`src/lpbc_pkg.sv`:
```
// shared types, widths and constants of the light controller
// no dependencies
`timescale 1ns / 1ps

package lpbc_pkg;

  // field widths
  localparam int LIGHT_ID_W = 3;
  localparam int COLOR_W    = 24;
  localparam int MS_W       = 16;
  localparam int LUMA_W     = 8;
  localparam int BACKLIGHT_W = 16;
  localparam int LEVEL_W    = 8;
  localparam int BLINK_W    = 26;
  localparam int PANEL_W    = 16;

  // divider widths: dividend covers on*255, divisor covers on+off
  localparam int DIV_DVD_W = 24;
  localparam int DIV_DSR_W = 17;

  // backlight scaling: x = luma*panel_max, x/255 = (x*RECIP_255) >> 32, exact below 2^24
  localparam int SCALED_W     = 24;
  localparam int RECIP_W      = 25;
  localparam int RECIP_SHIFT  = 32;
  localparam int SCALE_PROD_W = SCALED_W + RECIP_W;
  localparam logic [RECIP_W-1:0] RECIP_255 = 25'd16843010;

  // light ids
  localparam logic [LIGHT_ID_W-1:0] LIGHT_BACKLIGHT = 3'd0;
  localparam logic [LIGHT_ID_W-1:0] LIGHT_BATTERY   = 3'd3;
  localparam logic [LIGHT_ID_W-1:0] LIGHT_NOTIF     = 3'd4;
  localparam logic [LIGHT_ID_W-1:0] LIGHT_ATTN      = 3'd5;

  // stored request slots, in priority order
  localparam int SLOT_NOTIF = 0;
  localparam int SLOT_ATTN  = 1;
  localparam int SLOT_BATT  = 2;
  localparam int SLOT_N     = 3;

  // register word index
  localparam logic REG_PANEL_MAX = 1'b0;

  // constants
  localparam logic [PANEL_W-1:0]   PANEL_UNSCALED = 16'd255;
  localparam logic [PANEL_W-1:0]   PANEL_RESET    = 16'd255;
  localparam logic [BLINK_W-1:0]   BLINK_STEADY   = 26'd100;
  localparam logic [BLINK_W-1:0]   PERIOD_SCALE   = 26'd1000;
  localparam logic [LEVEL_W-1:0]   DUTY_MIN       = 8'd16;

  // result codes
  localparam logic STATUS_OK          = 1'b0;
  localparam logic STATUS_UNSUPPORTED = 1'b1;

  // one stored light request
  typedef struct packed {
    logic [COLOR_W-1:0] color;
    logic               timed;
    logic [MS_W-1:0]    on_ms;
    logic [MS_W-1:0]    off_ms;
  } light_req_t;

  // divider request and response
  typedef struct packed {
    logic                 start;
    logic [DIV_DVD_W-1:0] dividend;
    logic [DIV_DSR_W-1:0] divisor;
  } div_req_t;

  typedef struct packed {
    logic                 done;
    logic [DIV_DVD_W-1:0] quotient;
  } div_rsp_t;

  // (77r + 150g + 29b) >> 8
  function automatic logic [LUMA_W-1:0] luma_of(input logic [COLOR_W-1:0] c);
    logic [15:0] s;
    s = 16'(c[23:16]) * 16'd77 + 16'(c[15:8]) * 16'd150 + 16'(c[7:0]) * 16'd29;
    return s[15:8];
  endfunction

endpackage

```
`src/lpbc_if.sv`:
```
// request and result channel interfaces of the light controller
// depends on lpbc_pkg
`timescale 1ns / 1ps

interface lpbc_req_if import lpbc_pkg::*; ();
  logic                  valid;
  logic                  ready;
  logic [LIGHT_ID_W-1:0] light_id;
  logic [COLOR_W-1:0]    color;
  logic                  flash_timed;
  logic [MS_W-1:0]       on_ms;
  logic [MS_W-1:0]       off_ms;

  modport source (output valid, light_id, color, flash_timed, on_ms, off_ms, input ready);
  modport sink   (input valid, light_id, color, flash_timed, on_ms, off_ms, output ready);
endinterface

interface lpbc_rsp_if import lpbc_pkg::*; ();
  logic                   valid;
  logic                   ready;
  logic                   status;
  logic [BACKLIGHT_W-1:0] backlight_level;
  logic [LEVEL_W-1:0]     red_level;
  logic [LEVEL_W-1:0]     green_level;
  logic [BLINK_W-1:0]     red_flash;
  logic [BLINK_W-1:0]     green_flash;

  modport source (output valid, status, backlight_level, red_level, green_level,
                  red_flash, green_flash, input ready);
  modport sink   (input valid, status, backlight_level, red_level, green_level,
                  red_flash, green_flash, output ready);
endinterface

```
`src/lpbc_div.sv`:
```
// radix-2 restoring divider, one quotient bit per cycle
// depends on lpbc_pkg
`timescale 1ns / 1ps

module lpbc_div import lpbc_pkg::*; (
  input  logic     clk,
  input  logic     rst,
  input  div_req_t req,
  output div_rsp_t rsp
);

  localparam int CNT_W = $clog2(DIV_DVD_W);

  logic                 busy;
  logic                 done;
  logic [CNT_W-1:0]     cnt;
  logic [DIV_DVD_W-1:0] dvd;
  logic [DIV_DSR_W-1:0] rem;
  logic [DIV_DSR_W-1:0] dsr;
  logic [DIV_DSR_W:0]   rem_sh;
  logic [DIV_DSR_W:0]   diff;
  logic                 ge;

  // trial subtract of the shifted remainder
  always_comb begin
    rem_sh = {rem, dvd[DIV_DVD_W-1]};
    diff   = rem_sh - {1'b0, dsr};
    ge     = (rem_sh >= {1'b0, dsr});
  end

  // iteration: dividend bits shift out on top, quotient bits shift in below
  always_ff @(posedge clk) begin
    if (rst) begin
      busy <= 1'b0;
      done <= 1'b0;
    end else begin
      done <= 1'b0;
      if (req.start) begin
        busy <= 1'b1;
        cnt  <= '0;
        dvd  <= req.dividend;
        rem  <= '0;
        dsr  <= req.divisor;
      end else if (busy) begin
        rem <= ge ? diff[DIV_DSR_W-1:0] : rem_sh[DIV_DSR_W-1:0];
        dvd <= {dvd[DIV_DVD_W-2:0], ge};
        cnt <= cnt + 1'b1;
        if (cnt == CNT_W'(DIV_DVD_W - 1)) begin
          busy <= 1'b0;
          done <= 1'b1;
        end
      end
    end
  end

  assign rsp.done     = done;
  assign rsp.quotient = dvd;

endmodule

```
`src/led_priority_blink_controller.sv`:
```
// Light controller: one request in, one result out, one request in flight at a time.
// The result is loaded into the output register from ST_DONE: an unsupported id goes
// there directly, a steady or unlit indicator update through ST_SELECT, an unscaled
// backlight through ST_LUMA, a scaled backlight through ST_LUMA, ST_SCALE and ST_RECIP
// (luma times panel_max, then a reciprocal multiply for the divide by 255) and a timed
// blink through ST_SELECT and ST_DIVIDE, which waits on the shared divider (one quotient
// bit per cycle) that forms on*255/(on+off). The request side is ready again from the
// edge that loads the result; a result left waiting holds the next one in its final
// state. The panel_max_brightness register sits at byte address 0.
// depends on lpbc_pkg, lpbc_if, lpbc_div
`timescale 1ns / 1ps

module led_priority_blink_controller import lpbc_pkg::*; (
  input  logic        clk,
  input  logic        rst,
  input  logic        psel,
  input  logic        penable,
  input  logic        pwrite,
  input  logic [2:0]  paddr,
  input  logic [31:0] pwdata,
  output logic [31:0] prdata,
  output logic        pready,
  lpbc_req_if.sink    req,
  lpbc_rsp_if.source  rsp
);

  typedef enum logic [2:0] {
    ST_IDLE,
    ST_LUMA,
    ST_SCALE,
    ST_RECIP,
    ST_SELECT,
    ST_DIVIDE,
    ST_DONE
  } state_t;

  state_t state;

  logic [PANEL_W-1:0]      panel_max;
  light_req_t              slots [SLOT_N];
  logic [COLOR_W-1:0]      cur_color;
  logic [LUMA_W-1:0]       luma;
  logic [SCALED_W-1:0]     scaled;
  logic [SCALE_PROD_W-1:0] scale_prod;
  logic                    red_on;
  logic                    green_on;
  logic [BLINK_W-1:0]      period;
  logic                    status;
  logic [BACKLIGHT_W-1:0]  backlight;
  logic [LEVEL_W-1:0]      red_lvl;
  logic [LEVEL_W-1:0]      green_lvl;
  logic [BLINK_W-1:0]      red_flash;
  logic [BLINK_W-1:0]      green_flash;
  logic                    rsp_valid;
  logic                    rsp_load;
  div_req_t                div_req;
  div_rsp_t                div_rsp;
  light_req_t              win;
  logic                    win_lit;
  logic                    win_blink;
  logic [LEVEL_W-1:0]      duty;
  logic [LEVEL_W-1:0]      duty_raw;

  // config port
  assign pready = 1'b1;
  assign prdata = (paddr[2] == REG_PANEL_MAX) ? {16'b0, panel_max} : 32'b0;

  always_ff @(posedge clk) begin
    if (rst) begin
      panel_max <= PANEL_RESET;
    end else if (psel && penable && pwrite && paddr[2] == REG_PANEL_MAX) begin
      panel_max <= pwdata[PANEL_W-1:0];
    end
  end

  // shared divider
  lpbc_div u_div (
    .clk (clk),
    .rst (rst),
    .req (div_req),
    .rsp (div_rsp)
  );

  // first lit slot in priority order
  always_comb begin
    win     = '0;
    win_lit = 1'b0;
    if (slots[SLOT_NOTIF].color != '0) begin
      win     = slots[SLOT_NOTIF];
      win_lit = 1'b1;
    end else if (slots[SLOT_ATTN].color != '0) begin
      win     = slots[SLOT_ATTN];
      win_lit = 1'b1;
    end else if (slots[SLOT_BATT].color != '0) begin
      win     = slots[SLOT_BATT];
      win_lit = 1'b1;
    end
    win_blink = win.timed && win.on_ms != '0 && win.off_ms != '0;
  end

  // duty with the low clamp
  always_comb begin
    duty_raw = div_rsp.quotient[LEVEL_W-1:0];
    duty     = (duty_raw != '0 && duty_raw < DUTY_MIN) ? DUTY_MIN : duty_raw;
  end

  // divide by 255 as a reciprocal multiply
  always_comb begin
    scale_prod = SCALE_PROD_W'(scaled) * SCALE_PROD_W'(RECIP_255);
  end

  assign req.ready       = (state == ST_IDLE);
  assign rsp.valid       = rsp_valid;
  assign rsp_load        = (state == ST_DONE) && (!rsp_valid || rsp.ready);

  // sequencer, light state and output register
  always_ff @(posedge clk) begin
    if (rst) begin
      state         <= ST_IDLE;
      rsp_valid     <= 1'b0;
      div_req.start <= 1'b0;
      for (int i = 0; i < SLOT_N; i++) slots[i] <= '0;
      backlight     <= '0;
      red_lvl       <= '0;
      green_lvl     <= '0;
      red_flash     <= '0;
      green_flash   <= '0;
      status        <= STATUS_OK;
    end else begin
      div_req.start <= (state == ST_SELECT) && win_lit && win_blink;
      rsp_valid     <= rsp_load || (rsp_valid && !rsp.ready);
      unique case (state)
        ST_IDLE: begin
          if (req.valid) begin
            cur_color <= req.color;
            unique case (req.light_id)
              LIGHT_BACKLIGHT: begin
                status <= STATUS_OK;
                state  <= ST_LUMA;
              end
              LIGHT_BATTERY: begin
                slots[SLOT_BATT] <= {req.color, req.flash_timed, req.on_ms, req.off_ms};
                status           <= STATUS_OK;
                state            <= ST_SELECT;
              end
              LIGHT_NOTIF: begin
                slots[SLOT_NOTIF] <= {req.color, req.flash_timed, req.on_ms, req.off_ms};
                status            <= STATUS_OK;
                state             <= ST_SELECT;
              end
              LIGHT_ATTN: begin
                slots[SLOT_ATTN] <= {req.color, req.flash_timed, req.on_ms, req.off_ms};
                status           <= STATUS_OK;
                state            <= ST_SELECT;
              end
              default: begin
                status <= STATUS_UNSUPPORTED;
                state  <= ST_DONE;
              end
            endcase
          end
        end
        // backlight luma, straight out when unscaled
        ST_LUMA: begin
          if (panel_max == PANEL_UNSCALED) begin
            backlight <= BACKLIGHT_W'(luma_of(cur_color));
            state     <= ST_DONE;
          end else begin
            luma  <= luma_of(cur_color);
            state <= ST_SCALE;
          end
        end
        // luma * panel_max
        ST_SCALE: begin
          scaled <= SCALED_W'(luma) * SCALED_W'(panel_max);
          state  <= ST_RECIP;
        end
        // product / 255
        ST_RECIP: begin
          backlight <= scale_prod[RECIP_SHIFT +: BACKLIGHT_W];
          state     <= ST_DONE;
        end
        // indicator update from the winning slot
        ST_SELECT: begin
          if (!win_lit) begin
            red_lvl     <= '0;
            green_lvl   <= '0;
            red_flash   <= '0;
            green_flash <= '0;
            state       <= ST_DONE;
          end else if (win_blink) begin
            red_flash        <= '0;
            green_flash      <= '0;
            period           <= BLINK_W'(win.off_ms) * PERIOD_SCALE;
            red_on           <= (win.color[23:16] != '0);
            green_on         <= (win.color[15:8] != '0);
            div_req.dividend <= {win.on_ms, 8'b0} - DIV_DVD_W'(win.on_ms);
            div_req.divisor  <= DIV_DSR_W'(win.on_ms) + DIV_DSR_W'(win.off_ms);
            state            <= ST_DIVIDE;
          end else begin
            red_flash   <= BLINK_STEADY;
            green_flash <= BLINK_STEADY;
            red_lvl     <= win.color[23:16];
            green_lvl   <= win.color[15:8];
            state       <= ST_DONE;
          end
        end
        ST_DIVIDE: begin
          if (div_rsp.done) begin
            if (red_on) begin
              red_lvl   <= duty;
              red_flash <= period;
            end else if (green_on) begin
              green_lvl   <= duty;
              green_flash <= period;
            end
            state <= ST_DONE;
          end
        end
        // load the output register once it is free
        ST_DONE: begin
          if (rsp_load) state <= ST_IDLE;
        end
        default: state <= ST_IDLE;
      endcase
      // result payload
      if (rsp_load) begin
        rsp.status          <= status;
        rsp.backlight_level <= backlight;
        rsp.red_level       <= red_lvl;
        rsp.green_level     <= green_lvl;
        rsp.red_flash       <= red_flash;
        rsp.green_flash     <= green_flash;
      end
    end
  end

endmodule

```
`src/flat_wrapper.sv`:
```
// flat-port wrapper written by rule: the top's interface ports become plain ports
module led_priority_blink_controller_flat import lpbc_pkg::*;
  (clk, rst, psel, penable, pwrite, paddr, pwdata, prdata, pready, req_valid, req_light_id, req_color, req_flash_timed, req_on_ms, req_off_ms, req_ready, rsp_valid, rsp_status, rsp_backlight_level, rsp_red_level, rsp_green_level, rsp_red_flash, rsp_green_flash, rsp_ready);
  lpbc_req_if req_i ();
  lpbc_rsp_if rsp_i ();
  input  logic clk;
  input  logic rst;
  input  logic psel;
  input  logic penable;
  input  logic pwrite;
  input  logic [2:0] paddr;
  input  logic [31:0] pwdata;
  output logic [31:0] prdata;
  output logic pready;
  input wire logic [$bits(req_i.valid)-1:0] req_valid;
  input wire logic [$bits(req_i.light_id)-1:0] req_light_id;
  input wire logic [$bits(req_i.color)-1:0] req_color;
  input wire logic [$bits(req_i.flash_timed)-1:0] req_flash_timed;
  input wire logic [$bits(req_i.on_ms)-1:0] req_on_ms;
  input wire logic [$bits(req_i.off_ms)-1:0] req_off_ms;
  output wire logic [$bits(req_i.ready)-1:0] req_ready;
  output wire logic [$bits(rsp_i.valid)-1:0] rsp_valid;
  output wire logic [$bits(rsp_i.status)-1:0] rsp_status;
  output wire logic [$bits(rsp_i.backlight_level)-1:0] rsp_backlight_level;
  output wire logic [$bits(rsp_i.red_level)-1:0] rsp_red_level;
  output wire logic [$bits(rsp_i.green_level)-1:0] rsp_green_level;
  output wire logic [$bits(rsp_i.red_flash)-1:0] rsp_red_flash;
  output wire logic [$bits(rsp_i.green_flash)-1:0] rsp_green_flash;
  input wire logic [$bits(rsp_i.ready)-1:0] rsp_ready;
  assign req_i.valid = req_valid;
  assign req_i.light_id = req_light_id;
  assign req_i.color = req_color;
  assign req_i.flash_timed = req_flash_timed;
  assign req_i.on_ms = req_on_ms;
  assign req_i.off_ms = req_off_ms;
  assign req_ready = req_i.ready;
  assign rsp_valid = rsp_i.valid;
  assign rsp_status = rsp_i.status;
  assign rsp_backlight_level = rsp_i.backlight_level;
  assign rsp_red_level = rsp_i.red_level;
  assign rsp_green_level = rsp_i.green_level;
  assign rsp_red_flash = rsp_i.red_flash;
  assign rsp_green_flash = rsp_i.green_flash;
  assign rsp_i.ready = rsp_ready;
  led_priority_blink_controller u_core (.clk(clk), .rst(rst), .psel(psel), .penable(penable), .pwrite(pwrite), .paddr(paddr), .pwdata(pwdata), .prdata(prdata), .pready(pready), .req(req_i), .rsp(rsp_i));
endmodule
```
`config.mk`:
```
export PLATFORM = sky130hd
export DESIGN_NAME = led_priority_blink_controller_flat
export DESIGN_NICKNAME = d
export VERILOG_FILES = /design/src/lpbc_pkg.sv /design/src/lpbc_if.sv /design/src/lpbc_div.sv /design/src/led_priority_blink_controller.sv /design/src/flat_wrapper.sv
export SDC_FILE = /design/constraint.sdc
export NUM_CORES = 2
export LEC_CHECK = 0
export CAP_MARGIN = 20
export CORE_UTILIZATION = 59
export DETAILED_ROUTE_END_ITERATION = 8
export DONT_BUFFER_PORTS = 1
export GPL_TIMING_DRIVEN = 0
export PLACE_DENSITY = 0.75
export SLEW_MARGIN = 10
export SYNTH_ARGS = -nofsm -noshare
export SYNTH_HDL_FRONTEND = slang
export SYNTH_SLANG_ARGS = --single-unit
```
`constraint.sdc`:
```
create_clock -name clk -period 8.5 [get_ports clk]
set_input_delay 1.7 -clock clk [delete_from_list [all_inputs] [get_ports clk]]
set_output_delay 1.7 -clock clk [all_outputs]
set_load 0.05 [all_outputs]
```
* After elaboration in Yosys (flattened, before gate mapping)
Memories as Yosys holds them, arrays and structs flattened. Cells that the tools add are included.
Cells by class: $lt $le $gt $ge 2, mux-type cells 68, add/sub/neg operators 6, equal/unequal tests 19, $mul 6, reduce and logical (&&, ||, !) cells 44, bitwise operators 7
Operator list (number):
- 2-to-1 mux 57 bit | 6
- 2-to-1 mux 26 bit | 6
- case mux 26 bit (2 select lines) | 2
- 2-to-1 mux 8 bit | 10
- nonzero test 24 bit | 3
- 2-to-1 mux 24 bit | 2
- multiplier 24 x 24 -> 47 bit, second input constant | 1
- 2-to-1 mux 17 bit | 2
- 2-to-1 mux 16 bit | 2
- case mux 16 bit (2 select lines) | 1
- case mux 8 bit (2 select lines) | 2
- nonzero test 16 bit | 2
- multiplier 8 x 7 -> 15 bit, second input constant | 2
- 2-to-1 mux 1 bit | 25
- multiplier 8 x 16 -> 24 bit | 1
- nonzero test 8 bit | 3
- subtractor 24 x 16 -> 24 bit | 1
- multiplier 16 x 7 -> 23 bit, second input constant | 1
- case mux 3 bit (7 select lines) | 1
- greater-or-equal comparator 18 x 17 -> 1 bit | 1
- adder 16 x 16 -> 17 bit | 1
- subtractor 17 bit | 1
- adder 15 x 16 -> 16 bit | 1
- adder 16 x 13 -> 16 bit | 1
- 29 further kinds | 74
Word-level totals: input bits 102, memories 1, logic and storage cells 183, register bits after elaboration 378, RAM bits 171
Memory list:
- u_core.slots | words 3, width 57, rd ports 3, clocked after memory_dff 0, wr ports 3, line led_priority_blink_controller.sv:40 | light_req_t slots [SLOT_N];

* Logic depth before layout (Yosys ltp)
An unclocked memory read counts as a cell.
depth after elaboration 11, mapped depth 31

* Modules after synthesis
A second synthesis with hierarchy kept.
Second synthesis, totals: cell total of the unflattened synthesis 3105, area total of the unflattened synthesis 35260.1 um^2
By module, submodules not included:
- led_priority_blink_controller | times used 1, cells each 2811, area an instance 31667.9 um^2
- lpbc_div | times used 1, cells each 294, area an instance 3592.2 um^2

* Worst setup path after synthesis
Ideal clock, no wire load.
path type in2reg, start input rst, end register u_core.rsp.backlight_level[0], enable pin, path buffers 2, cell stages on the path 3, data arrival time 8.009 ns, path slack -0.145 ns, required time 7.863 ns, cell sequence clkbuf_1 clkbuf_1 nor3b_1
On the way: word-level cells in the longest chain between the ends 2
Ends and longest elaborated chain:
- from (decl) | line flat_wrapper.sv:7 | input logic rst;
- inverter 1 bit (no source line)
- AND reduction 2 bit (no source line)
- to (signal assigned) | line led_priority_blink_controller.sv:229 | rsp.backlight_level <= backlight;
- to (decl) | line lpbc_if.sv:28 | modport source (output valid, status, backlight_level, red_level, green_level,
No other way between the ends. A chain may end at the register's enable or synchronous reset.

==> summary.txt <==
Floorplan
  – Initial Utilization: 60.05%
  – Cell Rows: 88
  – Width of the die: 244.8 um
  – Boundary Pins: 222
  – Area of the core: 57920 sq um
  – Die footprint: 59920 sq um
  – Height of the chip: 244.8 um

Clock tree
  – Cell at the root of the clock tree: clkbuf_16
  – Worst-skew pair later-pin latency: 0.64 ns
  – Clock H-tree levels: 2
  – Clock sink total: 541
  – Post-CTS Setup Bufs: 0
  – TritonCTS buffer count: 56
  – Post-CTS clock slew at the launch and capture registers of the worst setup and hold paths: 0.06 ns
  – CTS max path bufs: 3
  – CTS tree: yes

Outcome
  – Run status: finished clean

Finish
  – Net total in the final layout: 3862
  – Share of layout cells above drive strength 1: 7.383%
  – Fill cell total of the finished layout: 4321
  – Synth-to-layout area growth: 10.13%

Placement
  – IO Port Bufs: 0
  – Worst-case setup slack after placement: -0.6442 ns
  – Routability congestion estimate: 0.9656
  – Post-DP HPWL: 63410 um

Yosys
  – Mean instance size in the synthesized netlist: 11.35 sq um
  – Most used DFF post-synth: edfxtp_1
  – Number of flops mapped to enable cells by yosys: 437
  – Total of flip-flops plus latches after synthesis: 541
  – Share of synthesized flip-flops with an asynchronous set or reset: 0%
  – Post-Synthesis Cell Area: 34780 sq um
  – Gate count after technology mapping: 3064
  – Main area contributors after synthesis: edfxtp_1 (38%), ha_1 (14%), fa_1 (12%), dfxtp_1 (6.0%), inv_1 (4.2%)
  – Count of distinct cell types in the synthesized netlist: 89
  – Synth top area share: 37.73%
  – Total of warnings raised by yosys: 0
  – Cell accounting for the most synthesized area: edfxtp_1
  – Sequential fraction of the synthesis area: 43.72%

STA
  – Worst clock skew: 0.04649 ns
  – Worst setup margin: 0.5856 ns
  – RSZ-0062 raised after global routing: false
  – Max-slew violations: 0
  – Count of final hold-check violations: 0
  – Shortest period the worst path allows: 7.914 ns
  – Total setup violations reported at the end of the flow: 0
  – Achievable Freq: 0.1264 GHz
  – Transition at the pin with the smallest max-transition slack: 1.048 ns
  – Fraction of the cycle the final worst path needs: 93.11%
  – Worst Hold Margin: 0.4206 ns
  – Worst relative slew slack: 29.49%

Critical path
  – Worst endpoint data arrival time: 8.27 ns
  – FF-to-FF path depth: 29
  – Kind of start point of the critical path: register
  – Endpoint of the worst-slack reg-to-reg timing path: u_core.period[24]$_DFFE_PP_
  – Category of the critical setup timing path: register to register
  – Endpoint required time on the critical path: 8.86 ns
  – Critical path fanouts, max: 19
  – Register-to-register setup slack: 0.59 ns
  – Type of destination of the critical path: register
  – Longest individual stage delay on the worst path: 0.54 ns
  – CP max-delay cell: fa_1
  – Worst R2R Start: u_core.slots[0][52]$_DFFE_PP_

Route
  – Initial DRC Count: 1577
  – 1st-pass router iterations: 6
  – Total wirelength of the detailed-routed design: 80480 um
  – Detail Route Antenna Nets: 0
  – Number of remaining DRC errors: 0
  – Via/cell ratio: 5.822
  – Routed via count: 23149
  – WL per Instance: 20.24 um

Job
  – Number of max-cap violations: 0

Hold path
  – Type of the most critical hold path: register to register
  – Endpoint of the worst hold path: u_core.u_div.dsr[10]$_DFFE_PP_
  – Number of cells on the worst hold path: 0
  – Worst Hold Launch: u_core.div_req[10]$_DFFE_PP_

Global route
  – Maximum number of pins on one net before global-route repair: 27
  – Vias in the first global route: 23857
  – Antenna violations before repair: 0
  – Global routing usage summed across all routing layers: 27.33%
  – First-pass GRT wire length: 128000 um
  – Sum of overflow across all layers after global routing: 0
==> critical path: cells and delay by family, from the launching register on <==
family	cells	cell delay (ns)
compound gates	12	2.48
xor+xnor	1	0.10
fa+ha+maj	5	2.40
buf+inv	7	1.20
flops	1	0.42
simple gates	4	1.03
==> placed cells by master, fill, tap and decap left out, drive strengths merged, types with 21 or more instances in the layout <==
master / instances
dfxtp: 104
ha: 392
and2: 137
fa: 206
buf: 59
nor2: 165
edfxtp: 437
nand2: 226
nor4: 27
mux2: 23
nor3: 37
inv: 393
xnor2: 91
o21ai: 89
a21o: 62
xor2: 31
nand3: 73
clkbuf: 147
nor2b: 29
conb: 21
a21oi: 173
==> state kept, by name, indices dropped and copies added, names as in the netlist, 3 cells and up <==
name,flops
u_core.green_flash,24
u_core.rsp.red_flash,24
u_core.rsp.green_level,8
u_core.u_div.dsr,17
u_core.red_lvl,8
u_core.panel_max,16
u_core.cur_color,24
u_core.backlight,16
u_core.scaled,24
u_core.red_flash,24
u_core.state,3
u_core.slots,171
u_core.rsp.green_flash,24
u_core.green_lvl,8
u_core.period,23
u_core.rsp.red_level,8
u_core.u_div.dvd,24
u_core.div_req,42
u_core.u_div.rem,17
u_core.luma,8
u_core.u_div.cnt,5
u_core.rsp.backlight_level,16
==> what timing repair did <==
item | in CTS | in global routing
resized for setup | 1 | 11
endpoints found under the setup margin | 4 | 4
hold buffers | 0 | 0
==> Yosys cell counts (10+ instances only) <==
library cell  count
xor2_1           31
nor2_1          162
a21oi_1         172
ha_1            392
a21o_1           62
o21ai_0          78
nand3_1          71
clkbuf_1         78
nor3_1           36
and2_1          137
a211oi_1         10
mux2i_1          18
xnor2_1          91
a221oi_1         10
nand2_1         223
mux2_2           23
edfxtp_1        437
nor2b_1          29
a31oi_1          11
nand4_1          19
a22oi_1          17
fa_1            206
nand2b_1         10
o21bai_1         20
o2111ai_1        12
buf_4            27
nor4_1           22
dfxtp_1         104
inv_1           385
==> stage by stage <==
step                util, %  setup TNS [ns]  area [sq um]  std cells
global placement      61.84         -375.94         35810       3848
CTS                   66.05               0         38250       3975
global route          66.13               0         38300       3975
detailed placement    62.63          -1.729         36270       3871
finish                66.14               0         38300       3976
floorplan                 -               0         34860       3083
==> routing by layer <==
layer	track usage, %	part of all wire [%]
met1	36.86	43
met2	44.59	46
met3	4.177	6.7
met4	10.61	4.0
met5	0	0
==> cell type report <==
cell class | count | area, sq um | share of cell area [%]
Clock buffer | 68 | 1520 | 3.969
Inverter | 389 | 1460 | 3.812
Antenna cell | 1 | 2.502 | 0.006533
Buffer | 115 | 561.8 | 1.467
Multi-Input combinational cell | 2036 | 17760 | 46.37
Tap cell | 765 | 957.2 | 2.499
Clock inverter | 38 | 464.2 | 1.212
Sequential cell | 541 | 15200 | 39.69
Timing Repair Buffer | 23 | 372.9 | 0.9734
==> cells by family (layout without fill, tap and decap cells) <==
| logic type | Yosys count | in the layout | share of synthesized area [%] |
|---|---|---|---|
| AND/OR/NAND/NOR | 768 | 768 | 11.05 |
| adder cells (fa/ha/maj) | 601 | 601 | 26.05 |
| flip-flops | 541 | 541 | 43.72 |
| buffers and inverters | 506 | 633 | 5.821 |
| AO/OA/AOI/OAI | 483 | 483 | 9.008 |
| XOR/XNOR | 122 | 122 | 3.072 |
| multiplexers | 41 | 41 | 1.263 |
| other | 2 | 22 | 0.02159 |
==> worst max path at each step <==
| stage | startpoint | end | slack [ns] | depth (start not counted) |
|---|---|---|---|---|
| 3_3_place_gp | u_core.slots[0][109]$_DFFE_PP_ | u_core.div_req[30]$_DFFE_PP_ | -1.83 | 16 |
| 3_5_place_dp | u_core.slots[0][53]$_DFFE_PP_ | u_core.period[24]$_DFFE_PP_ | -0.64 | 30 |
| 4_1_cts | u_core.slots[0][109]$_DFFE_PP_ | u_core.period[24]$_DFFE_PP_ | 0.06 | 26 |
| 5_1_grt | u_core.slots[0][42]$_DFFE_PP_ | u_core.period[24]$_DFFE_PP_ | 0.04 | 29 |
| 6_report | u_core.slots[0][52]$_DFFE_PP_ | u_core.period[24]$_DFFE_PP_ | 0.59 | 29 |
| 2_1_floorplan | u_core.slots[0][42]$_DFFE_PP_ | u_core.period[24]$_DFFE_PP_ | 1.20 | 30 |
Power is not shown: default switching activity piles up to over one toggle a cycle in this logic, so the estimate is an artifact.
